### src/hw/rtl/tds_pkg.sv
// Shared types and constants for the timer divider solver.
`timescale 1ns / 1ps

package tds_pkg;

    localparam int DATA_W = 24;
    localparam int DIV_CNT_W = 5;

    localparam logic [23:0] CLOCK_HZ_RESET = 24'd8000000;

    localparam logic [1:0] CFG_CLOCK_HZ = 2'd0;
    localparam logic [1:0] CFG_PWM_MODE = 2'd1;
    localparam logic [1:0] CFG_SIX_BIT_PWM = 2'd2;

    localparam logic [1:0] DIV_SEL_RATIO = 2'd0;
    localparam logic [1:0] DIV_SEL_SEARCH = 2'd1;

    localparam logic [23:0] PERIOD_LIMIT = 24'd8192;
    localparam logic [23:0] PWM_LIMIT = 24'd32;
    localparam logic [1:0] CODE_MAX = 2'd3;
    localparam logic [8:0] DIVISOR_FIRST = 9'd256;
    localparam logic [8:0] DIVISOR_LAST = 9'd2;
    localparam logic [7:0] DUTY_MAX = 8'd100;
    localparam logic [7:0] DUTY_DEFAULT = 8'd50;
    localparam logic [23:0] PERCENT_DIV = 24'd100;

    // Reciprocal of 100 scaled by 2^19; exact for products up to 43690.
    localparam logic [12:0] PERCENT_RECIP = 13'd5243;
    localparam int PERCENT_SHIFT = 19;

    typedef struct packed {
        logic       load_item;
        logic       div_start;
        logic [1:0] div_sel;
        logic       take_ratio;
        logic       presc_step;
        logic       search_take;
        logic       out_load;
    } tds_cmd_t;

    typedef struct packed {
        logic div_done;
        logic presc_more;
        logic search_last;
        logic pwm_mode;
    } tds_status_t;

endpackage

### src/hw/rtl/tds_div.sv
// Restoring divider, one quotient bit per cycle.
`timescale 1ns / 1ps

module tds_div (
    input  logic                        clk,
    input  logic                        rst_n,
    input  logic                        start,
    input  logic [tds_pkg::DATA_W-1:0]  dividend,
    input  logic [tds_pkg::DATA_W-1:0]  divisor,
    output logic                        done,
    output logic [tds_pkg::DATA_W-1:0]  quotient,
    output logic [tds_pkg::DATA_W-1:0]  remainder
);

    logic [tds_pkg::DIV_CNT_W-1:0] cnt_reg, cnt_next;
    logic                          done_reg, done_next;
    logic [tds_pkg::DATA_W-1:0]    quo_reg, quo_next;
    logic [tds_pkg::DATA_W-1:0]    rem_reg, rem_next;
    logic [tds_pkg::DATA_W-1:0]    dsr_reg, dsr_next;
    logic [tds_pkg::DATA_W:0]      partial;
    logic [tds_pkg::DATA_W:0]      diff;
    logic                          ge;

    // A zero divisor gives an all-ones quotient, since every compare passes.
    assign partial = {rem_reg, quo_reg[tds_pkg::DATA_W-1]};
    assign diff = partial - {1'b0, dsr_reg};
    assign ge = (partial >= {1'b0, dsr_reg});

    always_comb
    begin
        cnt_next = cnt_reg;
        done_next = 1'b0;
        quo_next = quo_reg;
        rem_next = rem_reg;
        dsr_next = dsr_reg;
        if (start)
        begin
            cnt_next = tds_pkg::DIV_CNT_W'(tds_pkg::DATA_W);
            quo_next = dividend;
            rem_next = '0;
            dsr_next = divisor;
        end
        else if (cnt_reg != '0)
        begin
            cnt_next = cnt_reg - 1'b1;
            quo_next = {quo_reg[tds_pkg::DATA_W-2:0], ge};
            rem_next = ge ? diff[tds_pkg::DATA_W-1:0] : partial[tds_pkg::DATA_W-1:0];
            done_next = (cnt_reg == tds_pkg::DIV_CNT_W'(1));
        end
    end

    always_ff @(posedge clk or negedge rst_n)
    begin
        if (!rst_n)
        begin
            cnt_reg <= '0;
            done_reg <= 1'b0;
        end
        else
        begin
            cnt_reg <= cnt_next;
            done_reg <= done_next;
        end
    end

    always_ff @(posedge clk)
    begin
        quo_reg <= quo_next;
        rem_reg <= rem_next;
        dsr_reg <= dsr_next;
    end

    assign done = done_reg;
    assign quotient = quo_reg;
    assign remainder = rem_reg;

endmodule

### src/hw/rtl/tds_datapath.sv
// Datapath: configuration, item registers, ratio, divisor search and result.
`timescale 1ns / 1ps

module tds_datapath (
    input  logic                  clk,
    input  logic                  rst_n,
    input  logic                  cfg_we,
    input  logic [1:0]            cfg_index,
    input  logic [23:0]           cfg_data,
    input  logic [23:0]           target_hz,
    input  logic [7:0]            duty_percent,
    input  tds_pkg::tds_cmd_t     cmd,
    output tds_pkg::tds_status_t  status,
    output logic [1:0]            prescale_code,
    output logic [7:0]            scalar,
    output logic [7:0]            bound
);

    logic [23:0] clock_hz_reg, clock_hz_next;
    logic        pwm_mode_reg, pwm_mode_next;
    logic        six_bit_reg, six_bit_next;
    logic [23:0] target_reg;
    logic [7:0]  duty_reg;
    logic [23:0] ratio_reg;
    logic [1:0]  code_reg;
    logic [8:0]  d_reg;
    logic [8:0]  best_rem_reg;
    logic [7:0]  best_bound_reg;
    logic [7:0]  best_scalar_reg;
    logic [1:0]  out_code_reg;
    logic [7:0]  out_scalar_reg;
    logic [7:0]  out_bound_reg;

    logic [23:0] div_dividend;
    logic [23:0] div_divisor;
    logic        div_done;
    logic [23:0] div_quo;
    logic [23:0] div_rem;
    logic [15:0] duty_product;
    logic [27:0] duty_scaled;
    logic [8:0]  duty_quot;
    logic [7:0]  pwm_bound;
    logic [23:0] ratio_limit;

    always_comb
    begin
        clock_hz_next = clock_hz_reg;
        pwm_mode_next = pwm_mode_reg;
        six_bit_next = six_bit_reg;
        if (cfg_we)
        begin
            case (cfg_index)
                tds_pkg::CFG_CLOCK_HZ:    clock_hz_next = cfg_data;
                tds_pkg::CFG_PWM_MODE:    pwm_mode_next = cfg_data[0];
                tds_pkg::CFG_SIX_BIT_PWM: six_bit_next = cfg_data[0];
                default:                  clock_hz_next = clock_hz_reg;
            endcase
        end
    end

    always_ff @(posedge clk or negedge rst_n)
    begin
        if (!rst_n)
        begin
            clock_hz_reg <= tds_pkg::CLOCK_HZ_RESET;
            pwm_mode_reg <= 1'b0;
            six_bit_reg <= 1'b0;
        end
        else
        begin
            clock_hz_reg <= clock_hz_next;
            pwm_mode_reg <= pwm_mode_next;
            six_bit_reg <= six_bit_next;
        end
    end

    assign duty_product = six_bit_reg ? {2'b00, duty_reg, 6'b000000} : {duty_reg, 8'h00};
    assign ratio_limit = pwm_mode_reg ? tds_pkg::PWM_LIMIT : tds_pkg::PERIOD_LIMIT;

    // The duty product is at most 25600, so the scaled reciprocal gives the exact quotient.
    assign duty_scaled = 28'(duty_product) * 28'(tds_pkg::PERCENT_RECIP);
    assign duty_quot = duty_scaled[tds_pkg::PERCENT_SHIFT +: 9];
    assign pwm_bound = 8'(duty_quot - 9'd1);

    always_comb
    begin
        case (cmd.div_sel)
            tds_pkg::DIV_SEL_RATIO:
            begin
                if (!pwm_mode_reg)
                    div_dividend = clock_hz_reg;
                else if (six_bit_reg)
                    div_dividend = {6'b0, clock_hz_reg[23:6]};
                else
                    div_dividend = {8'b0, clock_hz_reg[23:8]};
                div_divisor = target_reg;
            end
            tds_pkg::DIV_SEL_SEARCH:
            begin
                div_dividend = ratio_reg;
                div_divisor = {15'b0, d_reg};
            end
            default:
            begin
                div_dividend = ratio_reg;
                div_divisor = target_reg;
            end
        endcase
    end

    tds_div u_div (
        .clk       (clk),
        .rst_n     (rst_n),
        .start     (cmd.div_start),
        .dividend  (div_dividend),
        .divisor   (div_divisor),
        .done      (div_done),
        .quotient  (div_quo),
        .remainder (div_rem)
    );

    always_ff @(posedge clk)
    begin
        if (cmd.load_item)
        begin
            target_reg <= (target_hz == 24'd0) ? {4'b0, clock_hz_reg[23:4]} : target_hz;
            duty_reg <= (duty_percent == 8'd0 || duty_percent > tds_pkg::DUTY_MAX)
                        ? tds_pkg::DUTY_DEFAULT : duty_percent;
        end
        if (cmd.take_ratio)
        begin
            ratio_reg <= pwm_mode_reg ? div_quo : {1'b0, div_quo[23:1]};
            code_reg <= 2'd0;
            d_reg <= tds_pkg::DIVISOR_FIRST;
            best_rem_reg <= '1;
        end
        else if (cmd.presc_step)
        begin
            ratio_reg <= {2'b00, ratio_reg[23:2]};
            code_reg <= code_reg + 2'd1;
        end
        if (cmd.search_take)
        begin
            // Scanning downward, the first divisor with the smallest remainder wins.
            if (div_rem[8:0] < best_rem_reg)
            begin
                best_rem_reg <= div_rem[8:0];
                best_bound_reg <= 8'(d_reg - 9'd1);
                best_scalar_reg <= div_quo[7:0] - 8'd1;
            end
            d_reg <= d_reg - 9'd1;
        end
        if (cmd.out_load)
        begin
            out_code_reg <= code_reg;
            out_scalar_reg <= pwm_mode_reg ? (ratio_reg[7:0] - 8'd1) : best_scalar_reg;
            out_bound_reg <= pwm_mode_reg ? pwm_bound : best_bound_reg;
        end
    end

    assign status.div_done = div_done;
    assign status.presc_more = (ratio_reg > ratio_limit) && (code_reg != tds_pkg::CODE_MAX);
    assign status.search_last = (div_rem == 24'd0) || (d_reg == tds_pkg::DIVISOR_LAST);
    assign status.pwm_mode = pwm_mode_reg;

    assign prescale_code = out_code_reg;
    assign scalar = out_scalar_reg;
    assign bound = out_bound_reg;

endmodule

### src/hw/rtl/tds_ctrl.sv
// Controller state machine that sequences one item through the datapath.
`timescale 1ns / 1ps

module tds_ctrl (
    input  logic                  clk,
    input  logic                  rst_n,
    input  logic                  in_valid,
    output logic                  in_stall,
    output logic                  out_valid,
    input  logic                  out_stall,
    input  tds_pkg::tds_status_t  status,
    output tds_pkg::tds_cmd_t     cmd
);

    localparam logic [3:0] ST_IDLE = 4'd0;
    localparam logic [3:0] ST_RATIO_GO = 4'd1;
    localparam logic [3:0] ST_RATIO_WAIT = 4'd2;
    localparam logic [3:0] ST_PRESC = 4'd3;
    localparam logic [3:0] ST_SRCH_GO = 4'd4;
    localparam logic [3:0] ST_SRCH_WAIT = 4'd5;
    localparam logic [3:0] ST_OUT = 4'd6;

    logic [3:0] state_reg, state_next;
    logic       out_valid_reg, out_valid_next;
    logic       out_free;

    // The output register can be refilled in the cycle its item is taken.
    assign out_free = !out_valid_reg || !out_stall;

    always_comb
    begin
        state_next = state_reg;
        cmd = '0;
        cmd.div_sel = tds_pkg::DIV_SEL_RATIO;
        case (state_reg)
            ST_IDLE:
            begin
                if (in_valid)
                begin
                    cmd.load_item = 1'b1;
                    state_next = ST_RATIO_GO;
                end
            end
            ST_RATIO_GO:
            begin
                cmd.div_start = 1'b1;
                state_next = ST_RATIO_WAIT;
            end
            ST_RATIO_WAIT:
            begin
                if (status.div_done)
                begin
                    cmd.take_ratio = 1'b1;
                    state_next = ST_PRESC;
                end
            end
            ST_PRESC:
            begin
                if (status.presc_more)
                    cmd.presc_step = 1'b1;
                else if (status.pwm_mode)
                    state_next = ST_OUT;
                else
                    state_next = ST_SRCH_GO;
            end
            ST_SRCH_GO:
            begin
                cmd.div_sel = tds_pkg::DIV_SEL_SEARCH;
                cmd.div_start = 1'b1;
                state_next = ST_SRCH_WAIT;
            end
            ST_SRCH_WAIT:
            begin
                cmd.div_sel = tds_pkg::DIV_SEL_SEARCH;
                if (status.div_done)
                begin
                    cmd.search_take = 1'b1;
                    state_next = status.search_last ? ST_OUT : ST_SRCH_GO;
                end
            end
            ST_OUT:
            begin
                if (out_free)
                begin
                    cmd.out_load = 1'b1;
                    state_next = ST_IDLE;
                end
            end
            default:
            begin
                state_next = ST_IDLE;
            end
        endcase
    end

    always_comb
    begin
        out_valid_next = out_valid_reg;
        if (cmd.out_load)
            out_valid_next = 1'b1;
        else if (!out_stall)
            out_valid_next = 1'b0;
    end

    always_ff @(posedge clk or negedge rst_n)
    begin
        if (!rst_n)
        begin
            state_reg <= ST_IDLE;
            out_valid_reg <= 1'b0;
        end
        else
        begin
            state_reg <= state_next;
            out_valid_reg <= out_valid_next;
        end
    end

    assign in_stall = (state_reg != ST_IDLE);
    assign out_valid = out_valid_reg;

endmodule

### src/hw/rtl/timer_divider_solver_top.sv
// Top level of the timer divider solver: controller, datapath and ports.
// Period mode adds one divider run per divisor tried, from 256 down to 2; PWM mode
// skips this divisor search.
// The ratio and each divisor trial run through one shared 24-bit bit-serial divider.
// One item is in work at a time; the next can be accepted in the cycle after the result loads.
// Reset loads clock_hz 8000000, period mode, 8-bit PWM depth, and an empty output.
`timescale 1ns / 1ps

module timer_divider_solver_top (
    input  logic        clk,
    input  logic        rst_n,
    input  logic        cfg_we,
    input  logic [1:0]  cfg_index,
    input  logic [23:0] cfg_data,
    input  logic        in_valid,
    output logic        in_stall,
    input  logic [23:0] target_hz,
    input  logic [7:0]  duty_percent,
    output logic        out_valid,
    input  logic        out_stall,
    output logic [1:0]  prescale_code,
    output logic [7:0]  scalar,
    output logic [7:0]  bound
);

    tds_pkg::tds_cmd_t    cmd;
    tds_pkg::tds_status_t status;

    tds_ctrl u_ctrl (
        .clk       (clk),
        .rst_n     (rst_n),
        .in_valid  (in_valid),
        .in_stall  (in_stall),
        .out_valid (out_valid),
        .out_stall (out_stall),
        .status    (status),
        .cmd       (cmd)
    );

    tds_datapath u_datapath (
        .clk           (clk),
        .rst_n         (rst_n),
        .cfg_we        (cfg_we),
        .cfg_index     (cfg_index),
        .cfg_data      (cfg_data),
        .target_hz     (target_hz),
        .duty_percent  (duty_percent),
        .cmd           (cmd),
        .status        (status),
        .prescale_code (prescale_code),
        .scalar        (scalar),
        .bound         (bound)
    );

endmodule

### config.mk
export PLATFORM = sky130hd
export DESIGN_NAME = timer_divider_solver_top
export DESIGN_NICKNAME = d
export VERILOG_FILES = /design/src/hw/rtl/tds_pkg.sv /design/src/hw/rtl/tds_div.sv /design/src/hw/rtl/tds_datapath.sv /design/src/hw/rtl/tds_ctrl.sv /design/src/hw/rtl/timer_divider_solver_top.sv
export SDC_FILE = /design/constraint.sdc
export NUM_CORES = 1
export LEC_CHECK = 0
export BUFFER_PORTS_ARGS = -buffer_cell sky130_fd_sc_hd__buf_2
export CAP_MARGIN = 5
export CORE_MARGIN = 10
export CORE_UTILIZATION = 59
export DETAILED_ROUTE_END_ITERATION = 6
export HOLD_SLACK_MARGIN = 0.06
export PLACE_DENSITY_LB_ADDON = 0.15
export RECOVER_POWER = 100
export SYNTH_ARGS = -nofsm -noshare
export SYNTH_HDL_FRONTEND = slang
export SYNTH_SLANG_ARGS = --single-unit
### constraint.sdc
create_clock -name clk -period 16.3 [get_ports clk]
set_clock_uncertainty 0.05 [all_clocks]
set_input_delay 3.26 -clock clk [delete_from_list [all_inputs] [get_ports clk]]
set_output_delay 3.26 -clock clk [all_outputs]
set_load 0.05 [all_outputs]
==> flow_summary.yaml <==
status:
  status: "complete, but fails checks"
  violations: "max-capacitance violations, max-slew violations"
clocking:
  post_cts_buffers: 0
  cts_buffers: 25
  cts_root_buf: "clkbuf_16"
  clock_sink_count: 218
  clk_pin_slew_ns: 0.07
  ctsResizeCount: 0
  ctsHoldBuffers: 0
  clock_latency_ns: 0.53
  cts-htree-levels: 1
  max-clock-path-buffers: 3
  tritoncts: "built"
routing:
  wire_per_inst_um: 17.81
  ant_nets: 0
  drt_wl_total_um: 31450
  vias_per_cell: 5.811
  dr.pass1.iters: 7
  post-route-drc-count: 0
  drt_iter0_drc: 638
  vias: 10260
worst_setup_path:
  cp_slowest_cell: "clkbuf_1"
  cp_cell_sequence: "clkbuf_1 > mux2i_1 > inv_1 > ha_1 > fa_1 > fa_1 > ha_1 > fa_1 > ha_1 > o21a_1 > nand2b_1 > o21a_1 > a2111oi_0 > nor3_1 > nor4b_1 > a31oi_1 > or4_1 > a31o_1"
  ff2ff_path_depth: 18
  reg2reg_to: "u_datapath.bound[7]"
  crit_fanout: 32
  critPathCapture: "u_datapath.bound[7]"
  worst_ep_required_time_ns: 16.53
  cpPeakStageDelay_ns: 1.26
  cp.arrival_ns: 8.74
  endpoint_kind: "flip-flop"
  critPathLaunchType: "flip-flop"
  r2r_start: "u_datapath.six_bit_reg"
  reg2reg_slack_ns: 7.79
  crit_start: "u_datapath.six_bit_reg"
  worstSetupPathType: "reg -> reg"
synthesis:
  ys_seq_elements: 218
  synth_area_per_cell_um2: 10.33
  synth_edf_count: 147
  async_flop_share: 0.1651
  yosysSeqAreaShare: 0.4266
  synth_nets: 1583
  synth_flop_cell: "edfxtp_1"
  syn_inst: 1367
  yosysWarnings: 0
  ys_types: 71
  netlist_area_um2: 14120
finish:
  seq_area_um2: 6025
  final_cell_mix: "edfxtp_1 (147), inv_1 (138), ha_1 (115)"
  layout_commonest_cell: "edfxtp_1"
  final.fill_count: 1960
  drive_gt1_frac: 0.1100
  nets: 1643
  area_growth_pct: 9.604
  fin_cells: 1766
  multi_input_area_um2: 7331
timing:
  hold_viol: 0
  fin_crit_ns: 8.507
  slew_headroom: -1.246
  holdWs_ns: 0.4224
  max_freq_mhz: 117.5
  setup_viol: 0
  finalCritPeriodShare: 0.5219
  setup_tns_ns: 0
  maxSlewViolCount: 438
  worst_pin_slew_ns: 3.369
  rsz0062_at_grt: "false"
hold_path:
  hold_path.class: "reg -> reg"
  hold_path_startpoint: "u_datapath.code_reg[1]"
floorplan:
  start_util: 0.5999
  fp.coreArea_um2: 23540
  die_h_um: 174.7
  row_count: 56
  io_pins: 83
  die_area_um2: 30520
  die_x_um: 174.7
grt:
  grt_usage: 0.2050
  grt_pass1_wl_um: 52370
  grt_max_degree: 76
  grt_overflow: 0
  antenna_found_initial: 1
  grt_pass1_vias: 10200
run:
  drv_cap: 11
place:
  place_inst: 1719
  dp_hpwl_um: 23580
  port-buffer-count: 82
  gp_congestion: 0.9179
==> synth_stat cells (7+ instances only) <==
cell      count  share of area
o21ai_0      64          0.023
a21oi_1      92          0.033
dfrtp_1      29          0.051
nor2_1      100          0.027
nand3_1      13         0.0046
a31oi_1      25          0.011
nor2b_1      32          0.014
mux2_2       39          0.031
xnor2_1      31          0.019
nor3_1       16         0.0057
o21a_1        7         0.0037
fa_1         38          0.054
edfxtp_1    147           0.31
nor4_1       22         0.0097
clkbuf_1     48          0.013
dfxtp_1      35          0.050
inv_1       138          0.037
a211oi_1     26          0.014
mux2i_1      57          0.040
a21o_1       39          0.021
nand4_1       7         0.0031
buf_1         9         0.0024
xor2_1       19          0.012
nand2_1      84          0.022
dfstp_2       7          0.013
and2_1        9         0.0040
nor3b_1      13         0.0069
nand2b_1     16         0.0071
or3_1         8         0.0035
ha_1        115           0.10
and3_1        9         0.0040
==> metrics by stage <==
stage	setup WS, ns	util	cell area [µm²]
2_1_floorplan	9.432	-	14120
3_3_place_gp	9.631	0.6292	14810
3_5_place_dp	9.468	0.6292	14810
4_1_cts	9.469	0.6623	15590
5_1_grt	7.076	0.6574	15480
6_report	7.793	0.6575	15480
==> how the worst min path moves through the flow <==
stage                     slack [ns]                          end  depth (start not counted)
after floorplan                 0.38  u_datapath.prescale_code[1]                          0
after global placement          0.40  u_datapath.prescale_code[1]                          0
after detailed placement        0.43  u_datapath.prescale_code[1]                          0
after CTS                       0.44  u_datapath.prescale_code[1]                          0
after global routing            0.46  u_datapath.prescale_code[1]                          0
final                           0.42  u_datapath.prescale_code[1]                          0
==> per-layer routing <==
| metal | vias up | global-route usage | wire length, µm |
|---|---|---|---|
| met1 | 4926 | 0.2793 | 14500 |
| met3 | 50 | 0.03406 | 1820 |
| li1 | 5011 | - | - |
| met2 | 276 | 0.3332 | 14450 |
| met5 | - | 0 | 0 |
| met4 | 0 | 0.05298 | 681 |
==> cell families after synthesis <==
group | share of synthesized area
compound gates | 0.1395
xor+xnor | 0.03101
fa+ha+maj | 0.1558
buf+inv | 0.05263
flops | 0.4266
mux | 0.07150
other cells | 0.0002655
simple gates | 0.1227
==> area by class of cell <==
type	count	area share
Multi-Input combinational cell	952	0.4736
Clock inverter	13	0.005335
Timing Repair Buffer	91	0.02724
Clock buffer	33	0.04494
Sequential cell	218	0.3892
Tap cell	319	0.02579
Inverter	139	0.03371
Antenna cell	1	0.0001617
==> critical path, delay by kind of cell, from the launching register on <==
kind | cells | cell delay, ns
AOI/OAI and AO/OA | 5 | 1.87
DFF | 1 | 0.44
muxes | 1 | 0.63
buffers and inverters | 2 | 1.46
adders and majority gates | 6 | 2.47
and+or+nand+nor | 4 | 1.34
Power is not shown: default switching activity piles up to over one toggle a cycle in this logic, so the estimate is an artifact.
